**src/mlt_pkg.sv**
```systemverilog
// Shared types and constants for the makefile line tokenizer.
// Used by the top level; no dependencies.
package mlt_pkg;

  // Length counter width and its saturation value
  localparam int unsigned LenWidth = 16;
  localparam logic [LenWidth-1:0] LenMax = {LenWidth{1'b1}};

  // Byte codes that steer the scan
  localparam logic [7:0] ChNewline = 8'h0A;
  localparam logic [7:0] ChTab     = 8'h09;
  localparam logic [7:0] ChSpace   = 8'h20;
  localparam logic [7:0] ChHash    = 8'h23;
  localparam logic [7:0] ChColon   = 8'h3A;
  localparam logic [7:0] ChEquals  = 8'h3D;
  localparam logic [7:0] ChPlus    = 8'h2B;
  localparam logic [7:0] ChDollar  = 8'h24;
  localparam logic [7:0] ChParen   = 8'h28;

  // Token classes
  localparam logic [2:0] ClsIdent      = 3'd0;
  localparam logic [2:0] ClsColon      = 3'd1;
  localparam logic [2:0] ClsEquals     = 3'd2;
  localparam logic [2:0] ClsPlusEquals = 3'd3;
  localparam logic [2:0] ClsTab        = 3'd4;
  localparam logic [2:0] ClsVariable   = 3'd5;
  localparam logic [2:0] ClsNewline    = 3'd6;
  localparam logic [2:0] ClsEof        = 3'd7;

  // Record kinds
  localparam logic KindEcho   = 1'b0;
  localparam logic KindRecord = 1'b1;

  // Most results one item can cause
  localparam int unsigned MaxResults = 3;

  // One result item
  typedef struct packed {
    logic        record_kind;
    logic [7:0]  out_character;
    logic [2:0]  token_class;
    logic [15:0] token_length;
    logic        last_of_run;
  } rec_t;

endpackage

```
**src/mlt_in_if.sv**
```systemverilog
// Input channel of the makefile line tokenizer: one text byte per item.
// Stand-alone valid/ready interface; no dependencies.
interface mlt_in_if;
  logic       valid;
  logic       ready;
  logic [7:0] character;
  logic       end_of_input;

  modport source (output valid, output character, output end_of_input, input ready);
  modport sink   (input valid, input character, input end_of_input, output ready);
endinterface

```
**src/mlt_out_if.sv**
```systemverilog
// Result channel of the makefile line tokenizer: echoes and token records.
// Stand-alone valid/ready interface; no dependencies.
interface mlt_out_if;
  logic        valid;
  logic        ready;
  logic        record_kind;
  logic [7:0]  out_character;
  logic [2:0]  token_class;
  logic [15:0] token_length;
  logic        last_of_run;

  modport source (output valid, output record_kind, output out_character,
                  output token_class, output token_length, output last_of_run,
                  input ready);
  modport sink   (input valid, input record_kind, input out_character,
                  input token_class, input token_length, input last_of_run,
                  output ready);
endinterface

```
**src/makefile_line_tokenizer.sv**
```systemverilog
// Top level of the makefile line tokenizer: scan state and result queue.
// Depends on mlt_pkg, mlt_in_if and mlt_out_if.
//
// Usage:
//   in_chan  (sink)   one makefile byte per item, or an end marker with
//                     end_of_input set (character then ignored).
//   out_chan (source) echoed token bytes (record_kind 0) and completed
//                     records (record_kind 1) with class and length;
//                     last_of_run marks the final result of one item.
// An item is taken when valid and ready are both high. Its results (zero
// to three) are computed in the same cycle and held in a three-entry
// result queue; the first appears on out_chan in the cycle after
// acceptance. Throughput is one item per cycle while out_chan.ready is
// high and each item gives at most one result; an item that gives two or
// three results (token end with newline or end marker) holds in_chan.ready
// low until the queue has drained to its last entry, which is the queue
// depth that sets the rate. When out_chan.ready is low the head result
// holds and input stops once the queue is not draining. Synchronous reset
// (rst_n low) empties the queue and returns the scan state to line start;
// the end marker does the same to the scan state after its results.
module makefile_line_tokenizer (
  input logic          clk,
  input logic          rst_n,
  mlt_in_if.sink       in_chan,
  mlt_out_if.source    out_chan
);

  // Scan state
  logic                            at_line_start_r, at_line_start_nxt;
  logic                            line_has_content_r, line_has_content_nxt;
  logic                            in_comment_r, in_comment_nxt;
  logic                            whole_line_mode_r, whole_line_mode_nxt;
  logic [mlt_pkg::LenWidth-1:0]    cur_len_r, cur_len_nxt;
  logic [7:0]                      first_byte_r, first_byte_nxt;
  logic [7:0]                      second_byte_r, second_byte_nxt;

  // Result queue, head at entry 0
  mlt_pkg::rec_t                   rec_r [mlt_pkg::MaxResults];
  logic [1:0]                      cnt_r, cnt_nxt;

  // New results of the current item
  mlt_pkg::rec_t                   gen [mlt_pkg::MaxResults];
  logic [1:0]                      gen_cnt;

  logic                            in_fire, out_fire;
  logic                            pend_tok;
  mlt_pkg::rec_t                   tok_rec;
  logic [2:0]                      tok_cls;
  logic [15:0]                     tok_len;
  logic [7:0]                      ch;

  assign ch       = in_chan.character;
  assign out_fire = out_chan.valid && out_chan.ready;
  // Accept when the queue is empty or giving up its last entry
  assign in_chan.ready = (cnt_r == 2'd0) || (cnt_r == 2'd1 && out_chan.ready);
  assign in_fire  = in_chan.valid && in_chan.ready;

  // Classify the pending token
  always_comb begin
    tok_cls = mlt_pkg::ClsIdent;
    if (cur_len_r == mlt_pkg::LenWidth'(1) && first_byte_r == mlt_pkg::ChColon) begin
      tok_cls = mlt_pkg::ClsColon;
    end else if (cur_len_r == mlt_pkg::LenWidth'(1) && first_byte_r == mlt_pkg::ChEquals) begin
      tok_cls = mlt_pkg::ClsEquals;
    end else if (cur_len_r == mlt_pkg::LenWidth'(1) && first_byte_r == mlt_pkg::ChTab) begin
      tok_cls = mlt_pkg::ClsTab;
    end else if (cur_len_r == mlt_pkg::LenWidth'(2) && first_byte_r == mlt_pkg::ChPlus &&
                 second_byte_r == mlt_pkg::ChEquals) begin
      tok_cls = mlt_pkg::ClsPlusEquals;
    end else if (cur_len_r >= mlt_pkg::LenWidth'(2) && first_byte_r == mlt_pkg::ChDollar &&
                 second_byte_r == mlt_pkg::ChParen) begin
      tok_cls = mlt_pkg::ClsVariable;
    end
  end

  // Clamp the length to the 16-bit result field
  always_comb begin
    if (32'(cur_len_r) > 32'hFFFF) begin
      tok_len = 16'hFFFF;
    end else begin
      tok_len = 16'(cur_len_r);
    end
  end

  assign pend_tok = (cur_len_r != '0);
  assign tok_rec  = '{record_kind: mlt_pkg::KindRecord, out_character: 8'd0,
                      token_class: tok_cls, token_length: tok_len, last_of_run: 1'b0};

  // Build the results of this item and the next scan state
  always_comb begin
    mlt_pkg::rec_t blank;
    logic          flush;
    blank = '{record_kind: mlt_pkg::KindRecord, out_character: 8'd0,
              token_class: mlt_pkg::ClsIdent, token_length: 16'd0, last_of_run: 1'b0};
    for (int i = 0; i < mlt_pkg::MaxResults; i++) begin
      gen[i] = blank;
    end
    gen_cnt              = 2'd0;
    flush                = 1'b0;
    at_line_start_nxt    = at_line_start_r;
    line_has_content_nxt = line_has_content_r;
    in_comment_nxt       = in_comment_r;
    whole_line_mode_nxt  = whole_line_mode_r;
    cur_len_nxt          = cur_len_r;
    first_byte_nxt       = first_byte_r;
    second_byte_nxt      = second_byte_r;

    if (in_chan.end_of_input) begin
      // Close the pending token and line, then mark end of file
      if (pend_tok) begin
        gen[gen_cnt] = tok_rec;
        gen_cnt      = gen_cnt + 2'd1;
      end
      if (line_has_content_r) begin
        gen[gen_cnt].token_class = mlt_pkg::ClsNewline;
        gen_cnt                  = gen_cnt + 2'd1;
      end
      gen[gen_cnt].token_class = mlt_pkg::ClsEof;
      gen_cnt                  = gen_cnt + 2'd1;
      flush                    = 1'b1;
      at_line_start_nxt        = 1'b1;
      line_has_content_nxt     = 1'b0;
      in_comment_nxt           = 1'b0;
      whole_line_mode_nxt      = 1'b0;
    end else if (ch == mlt_pkg::ChNewline) begin
      if (pend_tok) begin
        gen[gen_cnt] = tok_rec;
        gen_cnt      = gen_cnt + 2'd1;
      end
      gen[gen_cnt].token_class = mlt_pkg::ClsNewline;
      gen_cnt                  = gen_cnt + 2'd1;
      flush                    = 1'b1;
      at_line_start_nxt        = 1'b1;
      line_has_content_nxt     = 1'b0;
      in_comment_nxt           = 1'b0;
      whole_line_mode_nxt      = 1'b0;
    end else begin
      at_line_start_nxt    = 1'b0;
      line_has_content_nxt = 1'b1;
      if (in_comment_r) begin
        // drop comment text
      end else if (ch == mlt_pkg::ChHash) begin
        if (pend_tok) begin
          gen[0]  = tok_rec;
          gen_cnt = 2'd1;
        end
        flush          = 1'b1;
        in_comment_nxt = 1'b1;
      end else if (at_line_start_r && ch == mlt_pkg::ChTab) begin
        gen[0].token_class  = mlt_pkg::ClsTab;
        gen_cnt             = 2'd1;
        whole_line_mode_nxt = 1'b1;
      end else if (ch == mlt_pkg::ChSpace && !whole_line_mode_r) begin
        if (pend_tok) begin
          gen[0]  = tok_rec;
          gen_cnt = 2'd1;
        end
        flush = 1'b1;
      end else begin
        // Token byte: capture the first two bytes, count with saturation
        if (cur_len_r == '0) begin
          first_byte_nxt = ch;
        end else if (cur_len_r == mlt_pkg::LenWidth'(1)) begin
          second_byte_nxt = ch;
        end
        if (cur_len_r != mlt_pkg::LenMax) begin
          cur_len_nxt = cur_len_r + mlt_pkg::LenWidth'(1);
        end
        gen[0].record_kind   = mlt_pkg::KindEcho;
        gen[0].out_character = ch;
        gen_cnt              = 2'd1;
      end
    end

    if (flush) begin
      cur_len_nxt     = '0;
      first_byte_nxt  = 8'd0;
      second_byte_nxt = 8'd0;
    end

    // Mark the final result of the item
    for (int i = 0; i < mlt_pkg::MaxResults; i++) begin
      gen[i].last_of_run = (2'(i + 1) == gen_cnt);
    end
  end

  // Queue occupancy
  always_comb begin
    cnt_nxt = cnt_r;
    if (in_fire) begin
      cnt_nxt = gen_cnt;
    end else if (out_fire) begin
      cnt_nxt = cnt_r - 2'd1;
    end
  end

  // Control state
  always_ff @(posedge clk) begin
    if (!rst_n) begin
      cnt_r              <= 2'd0;
      at_line_start_r    <= 1'b1;
      line_has_content_r <= 1'b0;
      in_comment_r       <= 1'b0;
      whole_line_mode_r  <= 1'b0;
      cur_len_r          <= '0;
      first_byte_r       <= 8'd0;
      second_byte_r      <= 8'd0;
    end else begin
      cnt_r <= cnt_nxt;
      if (in_fire) begin
        at_line_start_r    <= at_line_start_nxt;
        line_has_content_r <= line_has_content_nxt;
        in_comment_r       <= in_comment_nxt;
        whole_line_mode_r  <= whole_line_mode_nxt;
        cur_len_r          <= cur_len_nxt;
        first_byte_r       <= first_byte_nxt;
        second_byte_r      <= second_byte_nxt;
      end
    end
  end

  // Result payload: load on accept, advance on each taken result
  always_ff @(posedge clk) begin
    if (in_fire) begin
      for (int i = 0; i < mlt_pkg::MaxResults; i++) begin
        rec_r[i] <= gen[i];
      end
    end else if (out_fire) begin
      for (int i = 0; i < mlt_pkg::MaxResults - 1; i++) begin
        rec_r[i] <= rec_r[i+1];
      end
    end
  end

  // Drive the result channel from the queue head
  assign out_chan.valid         = (cnt_r != 2'd0);
  assign out_chan.record_kind   = rec_r[0].record_kind;
  assign out_chan.out_character = rec_r[0].out_character;
  assign out_chan.token_class   = rec_r[0].token_class;
  assign out_chan.token_length  = rec_r[0].token_length;
  assign out_chan.last_of_run   = rec_r[0].last_of_run;

`ifndef NO_ASSERTIONS
  // Input is taken only when no earlier result would be overwritten
  a_no_overrun: assert property (@(posedge clk) disable iff (!rst_n)
    in_fire |-> (cnt_r == 2'd0 || (cnt_r == 2'd1 && out_fire)))
    else $error("item accepted over pending results");

  // The final queued result closes the run
  a_last_entry: assert property (@(posedge clk) disable iff (!rst_n)
    (cnt_r == 2'd1) |-> out_chan.last_of_run)
    else $error("last queued result lacks last_of_run");

  // An end marker yields results and returns the scan to line start
  a_eof_reset: assert property (@(posedge clk) disable iff (!rst_n)
    (in_fire && in_chan.end_of_input) |=>
      (out_chan.valid && at_line_start_r && cur_len_r == '0 && !in_comment_r))
    else $error("end marker did not restart the scan");

  // Echo records carry no length
  a_echo_len: assert property (@(posedge clk) disable iff (!rst_n)
    (out_chan.valid && out_chan.record_kind == mlt_pkg::KindEcho) |->
      (out_chan.token_length == 16'd0))
    else $error("echo record with nonzero length");
`endif

endmodule
```
**src/flat_wrapper.sv**
```systemverilog
// flat-port wrapper written by rule: the top's interface ports become plain ports
module makefile_line_tokenizer_flat 
  (clk, rst_n, in_chan_valid, in_chan_character, in_chan_end_of_input, in_chan_ready, out_chan_valid, out_chan_record_kind, out_chan_out_character, out_chan_token_class, out_chan_token_length, out_chan_last_of_run, out_chan_ready);
  mlt_in_if in_chan_i ();
  mlt_out_if out_chan_i ();
  input logic clk;
  input logic rst_n;
  input wire logic [$bits(in_chan_i.valid)-1:0] in_chan_valid;
  input wire logic [$bits(in_chan_i.character)-1:0] in_chan_character;
  input wire logic [$bits(in_chan_i.end_of_input)-1:0] in_chan_end_of_input;
  output wire logic [$bits(in_chan_i.ready)-1:0] in_chan_ready;
  output wire logic [$bits(out_chan_i.valid)-1:0] out_chan_valid;
  output wire logic [$bits(out_chan_i.record_kind)-1:0] out_chan_record_kind;
  output wire logic [$bits(out_chan_i.out_character)-1:0] out_chan_out_character;
  output wire logic [$bits(out_chan_i.token_class)-1:0] out_chan_token_class;
  output wire logic [$bits(out_chan_i.token_length)-1:0] out_chan_token_length;
  output wire logic [$bits(out_chan_i.last_of_run)-1:0] out_chan_last_of_run;
  input wire logic [$bits(out_chan_i.ready)-1:0] out_chan_ready;
  assign in_chan_i.valid = in_chan_valid;
  assign in_chan_i.character = in_chan_character;
  assign in_chan_i.end_of_input = in_chan_end_of_input;
  assign in_chan_ready = in_chan_i.ready;
  assign out_chan_valid = out_chan_i.valid;
  assign out_chan_record_kind = out_chan_i.record_kind;
  assign out_chan_out_character = out_chan_i.out_character;
  assign out_chan_token_class = out_chan_i.token_class;
  assign out_chan_token_length = out_chan_i.token_length;
  assign out_chan_last_of_run = out_chan_i.last_of_run;
  assign out_chan_i.ready = out_chan_ready;
  makefile_line_tokenizer u_core (.clk(clk), .rst_n(rst_n), .in_chan(in_chan_i), .out_chan(out_chan_i));
endmodule
```
**config.mk**
```make
export PLATFORM = sky130hd
export DESIGN_NAME = makefile_line_tokenizer_flat
export DESIGN_NICKNAME = d
export VERILOG_FILES = /design/src/mlt_pkg.sv /design/src/mlt_in_if.sv /design/src/mlt_out_if.sv /design/src/makefile_line_tokenizer.sv /design/src/flat_wrapper.sv
export SDC_FILE = /design/constraint.sdc
export NUM_CORES = 1
export LEC_CHECK = 0
export ABC_AREA = 1
export BUFFER_PORTS_ARGS = -buffer_cell sky130_fd_sc_hd__buf_4
export CAP_MARGIN = 0
export CELL_PAD_IN_SITES_DETAIL_PLACEMENT = 2
export CELL_PAD_IN_SITES_GLOBAL_PLACEMENT = 2
export CORE_MARGIN = 5
export CORE_UTILIZATION = 34
export DETAILED_ROUTE_END_ITERATION = 10
export GPL_ROUTABILITY_DRIVEN = 0
export GPL_TIMING_DRIVEN = 0
export PLACE_DENSITY = 0.84
export SYNTH_ARGS = -nofsm -noshare
export SYNTH_HDL_FRONTEND = slang
export SYNTH_SLANG_ARGS = --single-unit
export TNS_END_PERCENT = 100
```
**constraint.sdc**
```tcl
create_clock -name clk -period 2.7 [get_ports clk]
set_input_delay 0 -clock clk [delete_from_list [all_inputs] [get_ports clk]]
set_output_delay 0 -clock clk [all_outputs]
set_load 0.005 [all_outputs]
```
==> results of run 1 <==
[final cells by class]
class                   instances  area, um2
fillers                      1362       6930
flip-flops and latches         72       1780
multi-input cells             365       1750
repair buffers                 45        360
inverters                      70        268
plain buffers                  37        262
clock buffers                  10        239
well taps                     147        184
clock inverters                 6       82.6
[how the worst max path moves through the flow]
stage | startpoint | to | slack, ps | cells after the start
after floorplan | u_core.cur_len_r[1] | u_core.rec_r[0][29] | 760 | 9
after global placement | u_core.cur_len_r[1] | u_core.rec_r[0][29] | 400 | 9
after detailed placement | u_core.cur_len_r[1] | u_core.rec_r[0][29] | 250 | 9
after CTS | u_core.cur_len_r[1] | u_core.rec_r[0][29] | 230 | 9
after global routing | u_core.cur_len_r[1] | u_core.rec_r[0][0] | 30 | 10
final | u_core.cur_len_r[1] | u_core.rec_r[0][29] | 270 | 9
[per-layer routing]
layer | vias up | part of all wire (%)
li1 | 1842 | -
met1 | 1854 | 45
met2 | 26 | 52
met3 | 15 | 1.8
met4 | 0 | 1.8
met5 | - | 0
[cells in the mapped netlist]
library cell	count	area, um2
a211oi_1	1	7.51
a21boi_0	2	15.0
a21oi_1	31	155
a22oi_4	1	21.3
a31oi_1	1	6.26
buf_2	5	25.0
buf_4	29	218
buf_6	1	11.3
clkbuf_1	2	7.51
clkinv_1	1	3.75
dfxtp_1	38	761
edfxtp_1	34	1020
ha_1	9	113
inv_1	60	225
inv_2	7	26.3
inv_4	2	12.5
nand2_1	122	458
nand2_2	6	37.5
nand2_4	2	22.5
nand3_1	42	210
nand3_2	1	10.0
nand4_1	10	62.6
nor2_1	90	338
nor2_2	3	18.8
nor3_1	12	60.1
nor3_2	3	30.0
nor3b_1	1	7.51
nor4_1	4	25.0
nor4_2	1	12.5
o21ai_0	9	45.0
o21ai_1	6	30.0
o21ai_2	2	17.5
o21bai_1	1	7.51
xor2_1	5	43.8
[flip-flops by register name, summed over array words and instances, names as in the netlist]
signal,count
u_core.line_has_content_r,1
u_core.cnt_r,2
u_core.rec_r,34
u_core.whole_line_mode_r,1
u_core.second_byte_r,8
u_core.first_byte_r,8
u_core.at_line_start_r,1
u_core.cur_len_r,16
u_core.in_comment_r,1
[stage by stage]
stage,area (um2),setup WS [ps],cells,power [W],hold slack (ps)
global route,4930,26.5,752,0.00521,35.1
finish,4930,272,752,0.00488,6.08
global placement,4570,398,734,0.00344,311
floorplan,4070,765,544,0.00282,107
detailed placement,4570,251,734,0.00357,340
CTS,4900,230,751,0.00489,0.916
[critical path, cell delays in order, from the launching register on]
cell     delay (ps)
dfxtp_1         340
inv_1           210
ha_1            200
inv_1            40
nor2_1          210
nand3_2         270
inv_2           220
ha_1            280
o21ai_1         290
o21ai_1         110
[cells in the final DEF, fill, tap and decap left out, types with 5 or more instances in the layout]
| master | count |
|---|---|
| inv_2 | 7 |
| edfxtp_1 | 34 |
| buf_4 | 72 |
| o21ai_1 | 6 |
| a21oi_1 | 31 |
| xor2_1 | 5 |
| nand2_1 | 122 |
| nor2_1 | 90 |
| nand2_2 | 6 |
| inv_1 | 59 |
| nor3_1 | 12 |
| buf_2 | 5 |
| ha_1 | 9 |
| o21ai_0 | 9 |
| nand3_1 | 42 |
| nand4_1 | 10 |
| clkbuf_16 | 9 |
| dfxtp_1 | 38 |
[cells by family (layout without fill, tap and decap cells)]
kind of cell	after synthesis	after routing	synth area share, %
adder cells (fa/ha/maj)	9	9	2.77
flip-flops	72	72	43.8
AND/OR/NAND/NOR	297	297	31.8
buffers and inverters	107	168	13.0
XOR/XNOR	5	5	1.08
AO/OA/AOI/OAI	54	54	7.51
[power by group through the flow]
stage | Clock (W) | Combinational (W) | Sequential, W
floorplan | 0 | 0.00115 | 0.00168
global placement | 0 | 0.00174 | 0.00170
detailed placement | 0 | 0.00184 | 0.00173
CTS | 0.00132 | 0.00186 | 0.00171
global route | 0.00137 | 0.00210 | 0.00174
finish | 0.00130 | 0.00188 | 0.00169
[repair_timing]
item                                    4_1_cts  5_1_grt
endpoints found under the setup margin        0        0
endpoints found under the hold margin         1        0
hold buffers                                  1        0
buffers inserted                              0        0
==> flow_summary.yaml, run 1 <==
die:
  design.core.area_um2: 11900
  die_area_um2: 14200
  start_util_pct: 34.3
  pin_count: 44
  die_w_um: 119
  die-height_um: 119
  rows: 40
cells_and_area:
  antennaDiodeCount: 0
  fin_util_pct: 41.6
  area_growth_pct: 21.3
  nets: 622
  drive_gt1_share_pct: 20.3
setup_path:
  arrival_ps: 2510
  cp-end-kind: "register"
  rrSetupSlack_ps: 270
  r2r_start: "u_core.cur_len_r[1]"
  ff2ff_path_depth: 9
  setup.worst_path.start_class: "register"
  cp.required_ps: 2780
  cp_max_fo: 9
  r2r-end: "u_core.rec_r[0][29]"
  setup.worst_path.class: "register to register"
global_route:
  use_met1_pct: 23.0
  grt_pass1_vias: 4225
  grt_usage_pct: 18.8
  antenna_found_initial: 0
  grt_pass1_wl_mm: 21.4
  gr-total-overflow: 0
  grt.busiest_layer: "met2"
  grt_use_met2_pct: 33.8
  grtUsageMet3_pct: 2.71
  grt_start_max_net_pins: 35
sta:
  setup_viol: 0
  rsz0062_at_grt: "no"
  fin_crit_sh_pct: 89.9
  maxSlewViolCount: 0
  worst_pin_slew_ps: 664
  setup_tns_ps: 0
  skew_ps: 6.62
  fmax_ghz: 0.412
  min_period_ps: 2430
  report.final.hold_viol_count: 0
  relSlewSlack_pct: 55.7
synth:
  postSynthCellCount: 544
  yosys_warnings: 0
  synthesis.nets: 566
  ys_types: 34
  ys_ff_latch: 72
  ys_seq_area_share_pct: 43.8
  netlist_area_um2: 4070
  avgSynthCellArea_um2: 7.47
detailed_routing:
  drtIter0Drc: 156
  drcViolationCount: 0
  wire_per_inst_um: 16.9
  ant_nets: 0
  num_vias: 3737
  viasPerCell: 4.97
  totalWireLength_mm: 12.7
  first_pass_iters: 4
pwr:
  swShare_pct: 34.5
  clkPwrFrac_pct: 26.7
  power.density_nw_per_um2: 989
  internal-power_w: 0.00319
  p_leak_nw: 2.18
  vdd_drop_max_mv: 0.393
  p_sw_w: 0.00168
  comb_power_share_pct: 38.6
  p_seq_share_pct: 34.7
clocking:
  cts_max_level: 3
  clkSinkCount: 72
  cts_tree: "done"
  clk_latency_ps: 340
  post_cts_resized: 0
  cts_max_path_buffers: 2
  ctsRootBufferMaster: "clkbuf_16"
  cts_buffers: 9
  path_clk_slew_ps: 60
worst_hold_path:
  hold_end: "u_core.rec_r[0][26]"
  min_path_type: "input pin to register"
  worstHoldPathCells: 3
  hp-start: "in_chan_character[6]"
place:
  dp_hpwl_mm: 9.85
  io_buffers: 43
run_status:
  status: "finished clean"
job:
  maxCapViolations: 0
No activity file was read; power rests on OpenSTA's default activity.
==> run 2, diff against run 1 <==
- ABC_AREA: 1 -> unset
- CORE_UTILIZATION: 34 -> 37
- PLACE_DENSITY: 0.84 -> 0.83
==> run 2 against run 1 <==
Combinational power down 57%. Worst setup slack worse by 210 ps. Clock power down 37%. Worst hold slack better by 7.1 ps. Global-route usage up 2.7 points. Total power down 38%. Utilization up 4.4 points. Largest cell class is now multi-input combinational cells. Register-to-register slack worse by 210 ps. Largest power group is now registers. Clock skew up 4.9 ps. Synthesized area down 4.3%. Routed wire length up 4.0%. Critical path depth down 1.
==> flow_summary.yaml, run 2 <==
synth:
  avgSynthCellArea_um2: 9.75
  ys.flop_type: "dfxtp_1"
  synth_largest_type_area_fraction_pct: 26.3
  netlist_area_um2: 3890
  synthesis.nets: 421
  yosys-top-cells-area: "edfxtp_1, dfxtp_1, mux2i_1"
  ys_seq_area_share_pct: 45.8
  ys_top_cells_by_count: "dfxtp_1, nand2_1, edfxtp_1, buf_4"
  synth_edf_count: 34
  ys_ff_latch: 72
  async_reset_ff_share_pct: 0
  yosys_warnings: 0
  synth_area_leader_cell: "edfxtp_1"
  postSynthCellCount: 399
  ys_types: 52
sta:
  worst_pin_slew_ps: 1280
  fin_crit_sh_pct: 97.6
  maxSlewViolCount: 0
  report.final.hold_viol_count: 0
  fmax_ghz: 0.379
  min_period_ps: 2640
  rsz0062_at_grt: "yes"
  relSlewSlack_pct: 14.7
  skew_ps: 11.5
  setup_viol: 0
  timing.final.ws_setup_ps: 63.8
  hold_slack_ps: 13.2
cells_and_area:
  area_growth_pct: 21.5
  final_cell_area_um2: 4720
  antennaDiodeCount: 0
  regMostFlops: "u_core.rec_r"
  drive_gt1_share_pct: 25.1
  reg_top3: "u_core.rec_r: 34 flops, u_core.cur_len_r: 16 flops"
  mostFrequentLayoutCells: "buf_4, nand2_1, dfxtp_1, edfxtp_1"
  n_fill_cell: 1114
  layout.cells.most_common: "buf_4"
  fin_util_pct: 46.0
  largest_reg_flops: 34
  nets: 483
detailed_routing:
  wire_per_inst_um: 22.0
  ant_nets: 0
  drcViolationCount: 0
  totalWireLength_mm: 13.2
  drtIter0Drc: 163
  viasPerCell: 5.70
  num_vias: 3429
  first_pass_iters: 4
setup_path:
  arrival_ps: 2940
  setup.worst_path.class: "register to register"
  rrSetupSlack_ps: 60
  cp.required_ps: 3010
  slowest_stage: "or4b_2"
  r2r_start: "u_core.cur_len_r[12]"
  ff2ff_path_depth: 8
  crit_path_max_incr_delay_ps: 590
  setup.worst_path.start_class: "register"
  cp-end-kind: "register"
  path_cells: "nor4_2 -> nand4_1 -> inv_2 -> ha_1 -> and2_1 -> nor2_1 -> or4b_2 -> a21oi_1"
  r2r-end: "u_core.cnt_r[0]"
  cp_max_fo: 6
clocking:
  path_clk_slew_ps: 80
  cts_buffers: 9
  cts_tree: "done"
  cts_max_path_buffers: 2
  clkSinkCount: 72
  ctsRootBufferMaster: "clkbuf_8"
  clk_latency_ps: 370
  cts_max_level: 3
worst_hold_path:
  hold_end: "u_core.rec_r[0][20]"
  hp-start: "in_chan_character[0]"
  worstHoldPathCells: 2
  min_path_type: "input pin to register"
pwr:
  internal-power_w: 0.00206
  power.density_nw_per_um2: 637
  p_leak_nw: 1.82
  p_seq_share_pct: 45.9
  comb_power_share_pct: 26.9
  vdd_drop_max_mv: 0.310
  clkPwrFrac_pct: 27.3
  p_sw_w: 0.000947
  swShare_pct: 31.5
place:
  postPlaceCellArea_um2: 4370
  dp_hpwl_mm: 9.00
  pre_cts_slack_ps: -431
  io_buffers: 42
die:
  die_area_um2: 12700
  die-height_um: 113
  die_w_um: 113
  rows: 37
  start_util_pct: 37.8
  design.core.area_um2: 10300
  pin_count: 44
global_route:
  grt_pass1_wl_mm: 21.4
  grt_usage_pct: 21.5
  grt_pass1_vias: 3770
  antenna_found_initial: 0
  gr-total-overflow: 0
  grt_start_max_net_pins: 33
run_status:
  status: "finished clean"
job:
  maxCapViolations: 0
[run 2: logic make-up (layout without fill, tap and decap cells)]
family | Yosys count | in the layout | share of synthesized area, %
buf+inv | 64 | 131 | 9.01
flops | 72 | 72 | 45.8
simple gates | 165 | 165 | 24.1
fa+ha+maj | 9 | 9 | 2.90
compound gates | 64 | 64 | 11.7
mux | 25 | 25 | 6.47
[run 2: worst max-delay path by stage]
| stage | cells past startpoint | from | to | slack [ps] |
|---|---|---|---|---|
| after floorplan | 8 | u_core.cur_len_r[5] | u_core.cnt_r[0] | 230 |
| after global placement | 8 | u_core.cur_len_r[5] | u_core.cnt_r[0] | -360 |
| after detailed placement | 8 | u_core.cur_len_r[5] | u_core.cnt_r[0] | -430 |
| after CTS | 10 | u_core.cur_len_r[1] | u_core.cnt_r[0] | 20 |
| after global routing | 8 | u_core.cur_len_r[6] | u_core.cnt_r[0] | -90 |
| final | 8 | u_core.cur_len_r[12] | u_core.cnt_r[0] | 60 |
[run 2: through the flow]
| step | cells | power, W | TNS (ps) |
|---|---|---|---|
| finish | 602 | 0.00301 | 0 |
| global route | 602 | 0.00315 | -118 |
| CTS | 601 | 0.00299 | 0 |
| detailed placement | 577 | 0.00217 | -1940 |
| global placement | 577 | 0.00212 | -392 |
| floorplan | 399 | 0.00183 | 0 |
[run 2: area by class of cell]
type	count	area [um2]	area share (%)
Timing Repair Buffer	52	408	8.64
Buffer	44	280	5.93
Clock buffer	12	155	3.28
Multi-Input combinational cell	263	1840	38.9
Inverter	19	71.3	1.51
Clock inverter	4	18.8	0.397
Tap cell	136	170	3.60
Sequential cell	72	1780	37.8
[run 2: power by group through the flow]
stage	logic (W)	clock network, W	registers, W
CTS	0.000791	0.000816	0.00138
floorplan	0.000455	0	0.00138
global placement	0.000730	0	0.00139
global route	0.000880	0.000873	0.00140
detailed placement	0.000771	0	0.00140
finish	0.000809	0.000820	0.00138
[run 2: worst max-delay path, delay by kind of cell, from the launching register on]
family	cells	cell delay, ps
fa+ha+maj	1	280
compound gates	1	140
flops	1	370
buf+inv	1	180
simple gates	5	1600
[run 2: routing by layer]
layer / vias to the layer above / GRT usage, % / part of all wire [%]
met5: - / 0 / 0
met4: 0 / 5.69 / 1.2
met3: 13 / 4.26 / 3.9
met2: 76 / 37.0 / 51
met1: 1770 / 27.7 / 44
li1: 1570 / - / -
[run 2: what timing repair did]
item / in CTS / in global routing
endpoints found under the hold margin: 13 / 0
setup endpoints to repair: 40 / 28
hold buffers: 7 / 0
resized for setup: 9 / 14
setup buffers: 1 / 2
cloned: 0 / 0
pin swaps: 0 / 1
